--- src/rtl/core/obfuscated_header_key_match_core_assert.svh ---
// Assertion macros used by the header key match back end.
`ifndef OBFUSCATED_HEADER_KEY_MATCH_CORE_ASSERT_SVH
`define OBFUSCATED_HEADER_KEY_MATCH_CORE_ASSERT_SVH
`ifndef SYNTH
// same-cycle implication, sampled on clk, off during reset
`define OHKM_ASSERT_NOW(lbl, ante, cons) \
    lbl: assert property (@(posedge clk) disable iff (!rst_n) (ante) |-> (cons)) \
        else $error("ohkm assertion failed");
// next-cycle implication
`define OHKM_ASSERT_NEXT(lbl, ante, cons) \
    lbl: assert property (@(posedge clk) disable iff (!rst_n) (ante) |=> (cons)) \
        else $error("ohkm assertion failed");
`else
`define OHKM_ASSERT_NOW(lbl, ante, cons)
`define OHKM_ASSERT_NEXT(lbl, ante, cons)
`endif
`endif

--- src/rtl/core/ohkm_pkg.sv ---
// Types, codes and constant tables of the header key match core.
`default_nettype none
package ohkm_pkg;

    localparam int HDR_BITS = 512;

    localparam logic [2:0] CFG_SECRET_COUNT  = 3'd0;
    localparam logic [2:0] CFG_PAD_TAG_ONLY  = 3'd1;
    localparam logic [2:0] CFG_SECRET_A_LOW  = 3'd2;
    localparam logic [2:0] CFG_SECRET_A_HIGH = 3'd3;
    localparam logic [2:0] CFG_SECRET_B_LOW  = 3'd4;
    localparam logic [2:0] CFG_SECRET_B_HIGH = 3'd5;

    localparam logic [31:0] TAG_PADDED  = 32'hDDDDDDDD;
    localparam logic [31:0] TAG_MEDIUM  = 32'hEEEEEEEE;
    localparam logic [31:0] TAG_COMPACT = 32'hEFEFEFEF;

    localparam logic [1:0] KIND_PADDED  = 2'd0;
    localparam logic [1:0] KIND_MEDIUM  = 2'd1;
    localparam logic [1:0] KIND_COMPACT = 2'd2;

    localparam logic [3:0] KEY_WORD_FINAL = 4'd11;

    typedef struct packed {
        logic [1:0]   secret_count;
        logic         pad_tag_only;
        logic [127:0] secret_a;     // byte i in bits 8i+7:8i
        logic [127:0] secret_b;
    } ohkm_cfg_t;

    localparam logic [31:0] SHA_INIT [8] = '{
        32'h6a09e667, 32'hbb67ae85, 32'h3c6ef372, 32'ha54ff53a,
        32'h510e527f, 32'h9b05688c, 32'h1f83d9ab, 32'h5be0cd19};

    localparam logic [31:0] SHA_K [64] = '{
        32'h428a2f98, 32'h71374491, 32'hb5c0fbcf, 32'he9b5dba5,
        32'h3956c25b, 32'h59f111f1, 32'h923f82a4, 32'hab1c5ed5,
        32'hd807aa98, 32'h12835b01, 32'h243185be, 32'h550c7dc3,
        32'h72be5d74, 32'h80deb1fe, 32'h9bdc06a7, 32'hc19bf174,
        32'he49b69c1, 32'hefbe4786, 32'h0fc19dc6, 32'h240ca1cc,
        32'h2de92c6f, 32'h4a7484aa, 32'h5cb0a9dc, 32'h76f988da,
        32'h983e5152, 32'ha831c66d, 32'hb00327c8, 32'hbf597fc7,
        32'hc6e00bf3, 32'hd5a79147, 32'h06ca6351, 32'h14292967,
        32'h27b70a85, 32'h2e1b2138, 32'h4d2c6dfc, 32'h53380d13,
        32'h650a7354, 32'h766a0abb, 32'h81c2c92e, 32'h92722c85,
        32'ha2bfe8a1, 32'ha81a664b, 32'hc24b8b70, 32'hc76c51a3,
        32'hd192e819, 32'hd6990624, 32'hf40e3585, 32'h106aa070,
        32'h19a4c116, 32'h1e376c08, 32'h2748774c, 32'h34b0bcb5,
        32'h391c0cb3, 32'h4ed8aa4a, 32'h5b9cca4f, 32'h682e6ff3,
        32'h748f82ee, 32'h78a5636f, 32'h84c87814, 32'h8cc70208,
        32'h90befffa, 32'ha4506ceb, 32'hbef9a3f7, 32'hc67178f2};

    localparam logic [7:0] SBOX [256] = '{
        8'h63,8'h7c,8'h77,8'h7b,8'hf2,8'h6b,8'h6f,8'hc5,8'h30,8'h01,8'h67,8'h2b,8'hfe,8'hd7,8'hab,8'h76,
        8'hca,8'h82,8'hc9,8'h7d,8'hfa,8'h59,8'h47,8'hf0,8'had,8'hd4,8'ha2,8'haf,8'h9c,8'ha4,8'h72,8'hc0,
        8'hb7,8'hfd,8'h93,8'h26,8'h36,8'h3f,8'hf7,8'hcc,8'h34,8'ha5,8'he5,8'hf1,8'h71,8'hd8,8'h31,8'h15,
        8'h04,8'hc7,8'h23,8'hc3,8'h18,8'h96,8'h05,8'h9a,8'h07,8'h12,8'h80,8'he2,8'heb,8'h27,8'hb2,8'h75,
        8'h09,8'h83,8'h2c,8'h1a,8'h1b,8'h6e,8'h5a,8'ha0,8'h52,8'h3b,8'hd6,8'hb3,8'h29,8'he3,8'h2f,8'h84,
        8'h53,8'hd1,8'h00,8'hed,8'h20,8'hfc,8'hb1,8'h5b,8'h6a,8'hcb,8'hbe,8'h39,8'h4a,8'h4c,8'h58,8'hcf,
        8'hd0,8'hef,8'haa,8'hfb,8'h43,8'h4d,8'h33,8'h85,8'h45,8'hf9,8'h02,8'h7f,8'h50,8'h3c,8'h9f,8'ha8,
        8'h51,8'ha3,8'h40,8'h8f,8'h92,8'h9d,8'h38,8'hf5,8'hbc,8'hb6,8'hda,8'h21,8'h10,8'hff,8'hf3,8'hd2,
        8'hcd,8'h0c,8'h13,8'hec,8'h5f,8'h97,8'h44,8'h17,8'hc4,8'ha7,8'h7e,8'h3d,8'h64,8'h5d,8'h19,8'h73,
        8'h60,8'h81,8'h4f,8'hdc,8'h22,8'h2a,8'h90,8'h88,8'h46,8'hee,8'hb8,8'h14,8'hde,8'h5e,8'h0b,8'hdb,
        8'he0,8'h32,8'h3a,8'h0a,8'h49,8'h06,8'h24,8'h5c,8'hc2,8'hd3,8'hac,8'h62,8'h91,8'h95,8'he4,8'h79,
        8'he7,8'hc8,8'h37,8'h6d,8'h8d,8'hd5,8'h4e,8'ha9,8'h6c,8'h56,8'hf4,8'hea,8'h65,8'h7a,8'hae,8'h08,
        8'hba,8'h78,8'h25,8'h2e,8'h1c,8'ha6,8'hb4,8'hc6,8'he8,8'hdd,8'h74,8'h1f,8'h4b,8'hbd,8'h8b,8'h8a,
        8'h70,8'h3e,8'hb5,8'h66,8'h48,8'h03,8'hf6,8'h0e,8'h61,8'h35,8'h57,8'hb9,8'h86,8'hc1,8'h1d,8'h9e,
        8'he1,8'hf8,8'h98,8'h11,8'h69,8'hd9,8'h8e,8'h94,8'h9b,8'h1e,8'h87,8'he9,8'hce,8'h55,8'h28,8'hdf,
        8'h8c,8'ha1,8'h89,8'h0d,8'hbf,8'he6,8'h42,8'h68,8'h41,8'h99,8'h2d,8'h0f,8'hb0,8'h54,8'hbb,8'h16};

endpackage
`default_nettype wire

--- src/rtl/core/ohkm_ifs.sv ---
// Channel interfaces: header words in, results out, configuration writes.
`default_nettype none
interface ohkm_in_if;
    logic        valid;
    logic        ready;
    logic [63:0] header_word;
    logic        word_last;
    modport source (output valid, header_word, word_last, input ready);
    modport sink (input valid, header_word, word_last, output ready);
endinterface

`default_nettype wire

--- src/rtl/core/ohkm_front.sv ---
// Front end: collects header words and queues whole headers for the back end.
`default_nettype none
module ohkm_front (
    input  wire logic                     clk,
    input  wire logic                     rst_n,
    ohkm_in_if.sink                       header,
    output logic                          hdr_valid,
    input  wire logic                     hdr_ready,
    output logic [ohkm_pkg::HDR_BITS-1:0] hdr_data
);
    import ohkm_pkg::*;

    logic [63:0]         store_reg [8];
    logic [2:0]          wc_reg;
    logic [HDR_BITS-1:0] q_reg [2];
    logic                wr_ptr_reg;
    logic                rd_ptr_reg;
    logic [1:0]          cnt_reg;
    logic                take;
    logic                push;
    logic                pop;
    logic [HDR_BITS-1:0] snap;

    assign header.ready = (cnt_reg != 2'd2);
    assign take = header.valid && header.ready;
    assign push = take && header.word_last;
    assign pop  = hdr_valid && hdr_ready;
    assign hdr_valid = (cnt_reg != 2'd0);
    assign hdr_data  = q_reg[rd_ptr_reg];

    // header as it stands once the incoming last word lands in its slot
    always_comb
    begin
        for (int w = 0; w < 8; w++)
        begin
            snap[64*w +: 64] = (wc_reg == 3'(w)) ? header.header_word : store_reg[w];
        end
    end

    always_ff @(posedge clk or negedge rst_n)
    begin
        if (!rst_n)
        begin
            wc_reg     <= 3'd0;
            wr_ptr_reg <= 1'b0;
            rd_ptr_reg <= 1'b0;
            cnt_reg    <= 2'd0;
        end
        else
        begin
            if (take)
            begin
                wc_reg <= header.word_last ? 3'd0 : wc_reg + 3'd1;
            end
            if (push)
            begin
                wr_ptr_reg <= ~wr_ptr_reg;
            end
            if (pop)
            begin
                rd_ptr_reg <= ~rd_ptr_reg;
            end
            cnt_reg <= cnt_reg + {1'b0, push} - {1'b0, pop};
        end
    end

    always_ff @(posedge clk)
    begin
        if (take)
        begin
            store_reg[wc_reg] <= header.header_word;
        end
        if (push)
        begin
            q_reg[wr_ptr_reg] <= snap;
        end
    end
endmodule
`default_nettype wire

--- src/flat_wrapper.sv ---
// flat-port wrapper written by rule: the top's interface ports become plain ports
module ohkm_front_flat import ohkm_pkg::*;
  (clk, rst_n, hdr_valid, hdr_ready, hdr_data, header_valid, header_header_word, header_word_last, header_ready);
  ohkm_in_if header_i ();
  input  wire logic clk;
  input  wire logic rst_n;
  output logic hdr_valid;
  input  wire logic hdr_ready;
  output logic [ohkm_pkg::HDR_BITS-1:0] hdr_data;
  input wire logic [$bits(header_i.valid)-1:0] header_valid;
  input wire logic [$bits(header_i.header_word)-1:0] header_header_word;
  input wire logic [$bits(header_i.word_last)-1:0] header_word_last;
  output wire logic [$bits(header_i.ready)-1:0] header_ready;
  assign header_i.valid = header_valid;
  assign header_i.header_word = header_header_word;
  assign header_i.word_last = header_word_last;
  assign header_ready = header_i.ready;
  ohkm_front u_core (.clk(clk), .rst_n(rst_n), .header(header_i), .hdr_valid(hdr_valid), .hdr_ready(hdr_ready), .hdr_data(hdr_data));
endmodule
--- config.mk ---
export PLATFORM = sky130hd
export DESIGN_NAME = ohkm_front_flat
export DESIGN_NICKNAME = d
export VERILOG_FILES = /design/src/rtl/core/obfuscated_header_key_match_core_assert.svh /design/src/rtl/core/ohkm_pkg.sv /design/src/rtl/core/ohkm_ifs.sv /design/src/rtl/core/ohkm_front.sv /design/src/flat_wrapper.sv
export SDC_FILE = /design/constraint.sdc
export NUM_CORES = 1
export LEC_CHECK = 0
export BUFFER_PORTS_ARGS = -buffer_cell sky130_fd_sc_hd__buf_2
export CAP_MARGIN = 30
export CORE_MARGIN = 2
export CORE_UTILIZATION = 35
export DETAILED_ROUTE_END_ITERATION = 12
export SLEW_MARGIN = 20
export SYNTH_ARGS = -nofsm -noshare
export SYNTH_HDL_FRONTEND = slang
export SYNTH_SLANG_ARGS = --single-unit
--- constraint.sdc ---
create_clock -name clk -period 35.2 [get_ports clk]
set_input_delay 1.76 -clock clk [delete_from_list [all_inputs] [get_ports clk]]
set_output_delay 1.76 -clock clk [all_outputs]
set_load 0.01 [all_outputs]
==> results_dict.tcl, run 1 <==
set metrics [dict create \
    status "finished, final reports clean" \
    io_pins 583 \
    dp.cells 5457 \
    syn2layout_area_growth_pct 17.9 \
    grt_overflow 0 \
    detailed_place_hpwl_mm 86.3 \
    cts.hold.buffers_added 0 \
    worst_slack_ps 28630 \
    clock-sinks 1543 \
    wl_mm 146 \
    cp-endpoint "hdr_data[1]" \
    rows 150 \
    ys_seq_area_share_pct 78.6 \
    synth_area_sq_um 58900 \
    setup_viol 0 \
    gp_congestion 0.741 \
    vias_per_cell 4.87 \
    cts_max_level 4 \
    first_pass_iters 5 \
    grt_use_total_pct 16.7 \
    endpoint_kind "output pin" \
    drive_gt1_share_pct 52.5 \
    fin_cells 5744 \
    hold_violations 0 \
    max-vdd-ir-drop_mv 0.0514 \
    cp-startpoint "u_core.rd_ptr_reg" \
    clock_path_buffers 3 \
    grt_pass1_vias 29200 \
    pre_cts_ws_ps 28750 \
    reg2regPathDepth 9 \
    min_period_over_period_pct 18.7 \
    multi_input_area_sq_um 12000 \
    setup_tns_ps 0 \
    antenna_found_initial 5 \
    ctsResizeCount 0 \
    io_buffers 582 \
    crit_required_ps 33440 \
    dieWidth_microns 414 \
    final.min_clock_period_ps 6570 \
    synth_area_per_cell_sq_um 21.6 \
    synth_cell_types 25 \
    grt_max_degree 142 \
    layout_common_cells "1,536 x edfxtp_1, 991 x mux2_2, 582 x buf_2" \
    rrSetupSlack_ps 30110 \
    nFillCells 14800 \
    crit_fanout 92 \
    dr_total_vias 28000 \
    yosysWarnings 0 \
    max_freq_mhz 152 \
    final_common_cell "edfxtp_1" \
    slew_violations 0 \
    r2r_end "u_core.q_reg[1][39]" \
    cp-start-kind "flop" \
    r2r_start "u_core.cnt_reg[0]" \
    rsz0062_at_grt "false" \
    grt_pass1_wl_mm 208 \
    clock-root-buffer "clkbuf_16" \
    worst_ep_arrival_time_ps 4810 \
    fin_nets 3494 \
    fin_skew_ps 25.2 \
    fin_util_pct 41.5 \
    wl_per_cell_microns 25.5 \
    clock_latency_ps 810 \
    cts_tree "done" \
    synth_seq_cells 1543 \
    largest_reg_flops 1024 \
    worstSetupPathType "reg2out" \
    drtAntennaViolNets 0 \
    worst_slew_pin_slew_ps 1070 \
    cts_buffers 161 \
    p_per_area_nw_per_um2 78.6 \
    core_area_sq_um 167000 \
    syn_nets 2803 \
    total_power_mw 5.46 \
    relSlewSlack_pct 28.7 \
    drc 0 \
    min_path_cells 1 \
    regArea_sq_um 46300 \
    drt_iter0_markers 2059 \
    floorplan.initialDensity_pct 35.2 \
    post-cts-setup-buffers 0 \
    hold_path.class "reg2reg" \
    die_h_microns 414 \
    cellLeakagePower_nw 23.4 \
    cts.clk_slew.worst_paths_ps 60 \
    netlist_instances 2727 \
    dieArea_sq_um 172000 \
    cap_violations 0 \
]
-- synth_stat cells --
| library cell | n | area share [%] |
|---|---|---|
| nand3_1 | 3 | 0.025 |
| mux2_2 | 991 | 19 |
| inv_1 | 3 | 0.019 |
| nand2_4 | 2 | 0.038 |
| xnor2_1 | 2 | 0.030 |
| xor2_1 | 2 | 0.030 |
| buf_4 | 49 | 0.62 |
| dfrtp_1 | 7 | 0.30 |
| nand3b_1 | 1 | 0.013 |
| ha_1 | 7 | 0.15 |
| nand2_2 | 3 | 0.032 |
| inv_4 | 1 | 0.011 |
| nor2_1 | 8 | 0.051 |
| buf_2 | 48 | 0.41 |
| buf_6 | 12 | 0.23 |
| nor2b_1 | 2 | 0.021 |
| nand2_1 | 5 | 0.032 |
| and3_1 | 1 | 0.011 |
| nor3_1 | 2 | 0.017 |
| and2_1 | 2 | 0.021 |
| or2_2 | 1 | 0.011 |
| edfxtp_1 | 1536 | 78 |
| mux2i_1 | 2 | 0.034 |
| nand2b_1 | 2 | 0.021 |
| mux2_1 | 35 | 0.67 |
-- metrics by stage --
step / instance area (sq um) / hold slack [ps]
after floorplan: 58900 / 455
after global placement: 64300 / 531
after detailed placement: 64500 / 534
after CTS: 69400 / 545
after global routing: 69500 / 566
final: 69500 / 545
-- power by group --
group | internal, mW | switching [mW] | leakage (nW)
registers | 2.35 | 0.0628 | 14.1
clock network | 0.887 | 0.695 | 2.36
logic | 0.593 | 0.866 | 6.92
total | 3.83 | 1.62 | 23.4
-- layer usage --
metal  vias to the layer above  global-route usage (%)  wire, microns  share of wire, %
met2                       680                    28.9          74900                51
met1                     14800                    20.2          59500                41
li1                      12300                       -              -                 -
met5                         -                       0             13            0.0089
met4                         2                    5.33           3870               2.6
met3                       205                    4.35           8100               5.5
-- how the worst min path moves through the flow --
stage / startpoint / end / slack, ps
3_5_place_dp: u_core.wr_ptr_reg / u_core.wr_ptr_reg / 530
2_1_floorplan: u_core.wr_ptr_reg / u_core.wr_ptr_reg / 460
3_3_place_gp: u_core.store_reg[1][12] / u_core.q_reg[0][76] / 530
5_1_grt: u_core.store_reg[5][21] / u_core.q_reg[0][341] / 570
4_1_cts: u_core.wr_ptr_reg / u_core.wr_ptr_reg / 550
6_report: u_core.wr_ptr_reg / u_core.wr_ptr_reg / 550
-- cell families (layout without fill, tap and decap cells) --
| group | after synthesis | count (layout) | share of synthesized area (%) |
|---|---|---|---|
| XOR/XNOR | 4 | 4 | 0.0595 |
| adder cells (fa/ha/maj) | 7 | 7 | 0.149 |
| buffers and inverters | 113 | 925 | 1.29 |
| flip-flops | 1543 | 1543 | 78.6 |
| multiplexers | 1028 | 1028 | 19.6 |
| other | 0 | 1 | 0 |
| AND/OR/NAND/NOR | 32 | 32 | 0.293 |
-- area by class of cell --
cell class	instances	area share, %
inverter	4	0.0252
sequential	1543	66.7
clock buffer	198	6.12
antenna	1	0.00360
multi-input combinational	1071	17.3
timing repair buffer	637	5.09
clock inverter	86	0.870
tap	2204	3.97
-- critical path: stages, from the launching register on --
cell     delay, ps
dfrtp_4        940
buf_4          800
buf_4          680
buf_6          710
mux2_2         460
buf_2          150
Power figures use the tool's default switching activity.
==> run 2, diff against run 1 <==
Settings changed: ABC_AREA set to 1.
Clock period 35.2 ns to 5.9 ns, I/O delays scaled along.
==> run 2 against run 1 <==
Area after synthesis is 1.1% lower. Clock power grew to 6.2 times the previous value. Final area is 0.27% lower. Sequential power grew to 6.0 times the previous value. Via count is 28% higher. First-iteration DRC count is 79% higher. Die area is 1.1% lower. Utilization is 0.40 points higher. Sequential cell count stayed put. Combinational power grew to 6.6 times the previous value.
==> results_dict.tcl, run 2 <==
set metrics [dict create \
    status "finished, final reports clean" \
    grt_max_degree 178 \
    synth_top_area_share_pct 79.2 \
    fin_util_pct 41.9 \
    drc 0 \
    clock-sinks 1543 \
    first_pass_iters 6 \
    crit_required_ps 5610 \
    largest_reg_flops 1024 \
    dr_total_vias 35800 \
    synth_top_cells_by_count "1,938 x nand2_1, 1,536 x edfxtp_1, 387 x o21ai_0" \
    synth_area_per_cell_sq_um 13.1 \
    setup_tns_ps 0 \
    grt_overflow 0 \
    cts_max_level 4 \
    setup_viol 0 \
    cap_violations 0 \
    rrSetupSlack_ps 2680 \
    synth_cell_types 19 \
    cp_slowest_cell "dfrtp_4" \
    netlist_instances 4452 \
    r2r_start "u_core.cnt_reg[1]" \
    cts_tree "done" \
    fin_nets 5179 \
    gp_congestion 0.793 \
    synth_area_sq_um 58300 \
    drt_iter0_markers 3690 \
    grt_pass1_vias 33900 \
    dieArea_sq_um 170000 \
    r2r_end "u_core.store_reg[3][28]" \
    hp-start "header_header_word[1]" \
    io_buffers 582 \
    yosysMostFrequentCell "nand2_1" \
    synth-main-ff-cell "edfxtp_1" \
    whs_endpoint "u_core.store_reg[2][1]" \
    cp-start-kind "flop" \
    yosysWarnings 0 \
    post-cts-setup-buffers 0 \
    io_pins 583 \
    clock-root-buffer "clkbuf_16" \
    use_met3_pct 4.21 \
    final_cell_area_sq_um 69300 \
    wl_per_cell_microns 22.0 \
    cellLeakagePower_nw 27.0 \
    hold_path.class "in2reg" \
    crit_fanout 168 \
    min_period_over_period_pct 68.6 \
    worst_ep_arrival_time_ps 3750 \
    hold_violations 0 \
    use_met2_pct 29.1 \
    reg2regPathDepth 5 \
    endpoint_kind "output pin" \
    relSlewSlack_pct 18.4 \
    syn2layout_area_growth_pct 18.9 \
    synth_area_leaders "edfxtp_1 79%, nand2_1 12%, o21ai_0 3.3%, buf_2 1.4%, a21oi_1 1.1%" \
    drtAntennaViolNets 0 \
    crit_top_cell "nand2_1" \
    slowest_delay_ps 970 \
    yosysTopAreaCell "edfxtp_1" \
    ctsResizeCount 0 \
    multi_input_area_sq_um 10700 \
    die_h_microns 412 \
    fin_skew_ps 39.2 \
    grt_use_total_pct 18.7 \
    dieWidth_microns 412 \
    max-vdd-ir-drop_mv 0.332 \
    async_flop_share_pct 0.454 \
    syn_nets 4528 \
    path_cells "buf_12, buf_4, nand2_1, nand2_1, buf_2" \
    floorplan.initialDensity_pct 35.3 \
    clock_path_buffers 3 \
    worstSetupPathType "reg2out" \
    total_power_mw 33.9 \
    worst_slew_pin_slew_ps 1220 \
    core_area_sq_um 165000 \
    vias_per_cell 4.83 \
    slew_violations 0 \
    clock_latency_ps 820 \
    cts_buffers 161 \
    nFillCells 15200 \
    min_path_cells 2 \
    grt_use_met1_pct 25.4 \
    drive_gt1_share_pct 16.9 \
    ys_seq_area_share_pct 79.5 \
    synth_seq_cells 1543 \
    cts.hold.buffers_added 71 \
    rsz0062_at_grt "false" \
    max_freq_mhz 247 \
    p_per_area_nw_per_um2 490 \
    layout_common_cells "1,931 x nand2_1, 1,536 x edfxtp_1, 582 x buf_2" \
    busiest_layer "met2" \
    grt_pass1_wl_mm 231 \
    detailed_place_hpwl_mm 98.8 \
    rows 149 \
    regArea_sq_um 46300 \
    cts.clk_slew.worst_paths_ps 60 \
    synth-edff-count 1536 \
    antenna_found_initial 8 \
    wl_mm 163 \
    final_common_cell "nand2_1" \
    place_area_sq_um 63500 \
    final.min_clock_period_ps 4050 \
]
run 2: cell count changes after synthesis, moves of 3 or more:
cell	change
a21oi_1	+128
buf_1	+4
buf_2	+117
buf_4	-28
buf_6	-9
clkbuf_1	+32
inv_1	+69
mux2_1	-35
mux2_2	-991
nand2_1	+1933
nand2_2	-3
nor2_1	+132
o21ai_0	+387
run 2: routing by layer:
layer | share of wire [%] | wire length, microns
met1 | 43 | 69500
met2 | 47 | 75800
met3 | 7.4 | 12100
met4 | 3.4 | 5480
met5 | 0.015 | 25
run 2: through the flow:
step / setup slack (ps) / cells / hold slack, ps
after global placement: 2780 / 7057 / 167
after global routing: 1620 / 7417 / 329
final: 1850 / 7417 / 334
after floorplan: -2830 / 4452 / -0.591
after CTS: 1870 / 7416 / 255
after detailed placement: 2650 / 7058 / 168
run 2: kinds of logic (layout without fill, tap and decap cells):
kind of cell	after synthesis	after routing	synth area share, %
flops	1543	1543	79.5
other cells	0	1	0
compound gates	516	516	4.44
fa+ha+maj	7	7	0.150
buf+inv	299	1074	2.45
simple gates	2083	2083	13.4
xor+xnor	4	4	0.0601
run 2: worst max-delay path: cells and delay by family (launching register included):
family                 cells  cell delay (ps)
flip-flops                 1              970
buffers and inverters      3             1400
AND/OR/NAND/NOR            2              210
run 2: how the worst max path moves through the flow:
stage	to	slack, ps	from	cells past startpoint
2_1_floorplan	u_core.q_reg[0][0]	-2830	u_core.cnt_reg[1]	3
3_3_place_gp	u_core.store_reg[5][30]	2780	header_valid	6
3_5_place_dp	u_core.store_reg[3][33]	2650	header_valid	6
4_1_cts	hdr_data[347]	1870	u_core.rd_ptr_reg	5
5_1_grt	hdr_data[288]	1620	u_core.rd_ptr_reg	5
6_report	hdr_data[224]	1850	u_core.rd_ptr_reg	5
run 2: cell type report:
type | instances | area share [%]
clock buffers | 201 | 6.06
flip-flops and latches | 1543 | 66.8
diodes | 1 | 0.00361
inverters | 74 | 0.412
repair buffers | 713 | 6.09
well taps | 2189 | 3.95
multi-input cells | 2610 | 15.4
clock inverters | 86 | 1.19
run 2: report_power, final:
| group | internal (mW) | switching, mW | total [mW] | leakage [nW] |
|---|---|---|---|---|
| Sequential | 14.2 | 0.413 | 14.6 | 14.1 |
| Combinational | 2.48 | 7.13 | 9.61 | 10.4 |
| Clock | 5.49 | 4.26 | 9.75 | 2.45 |
| Total | 22.1 | 11.8 | 33.9 | 27.0 |
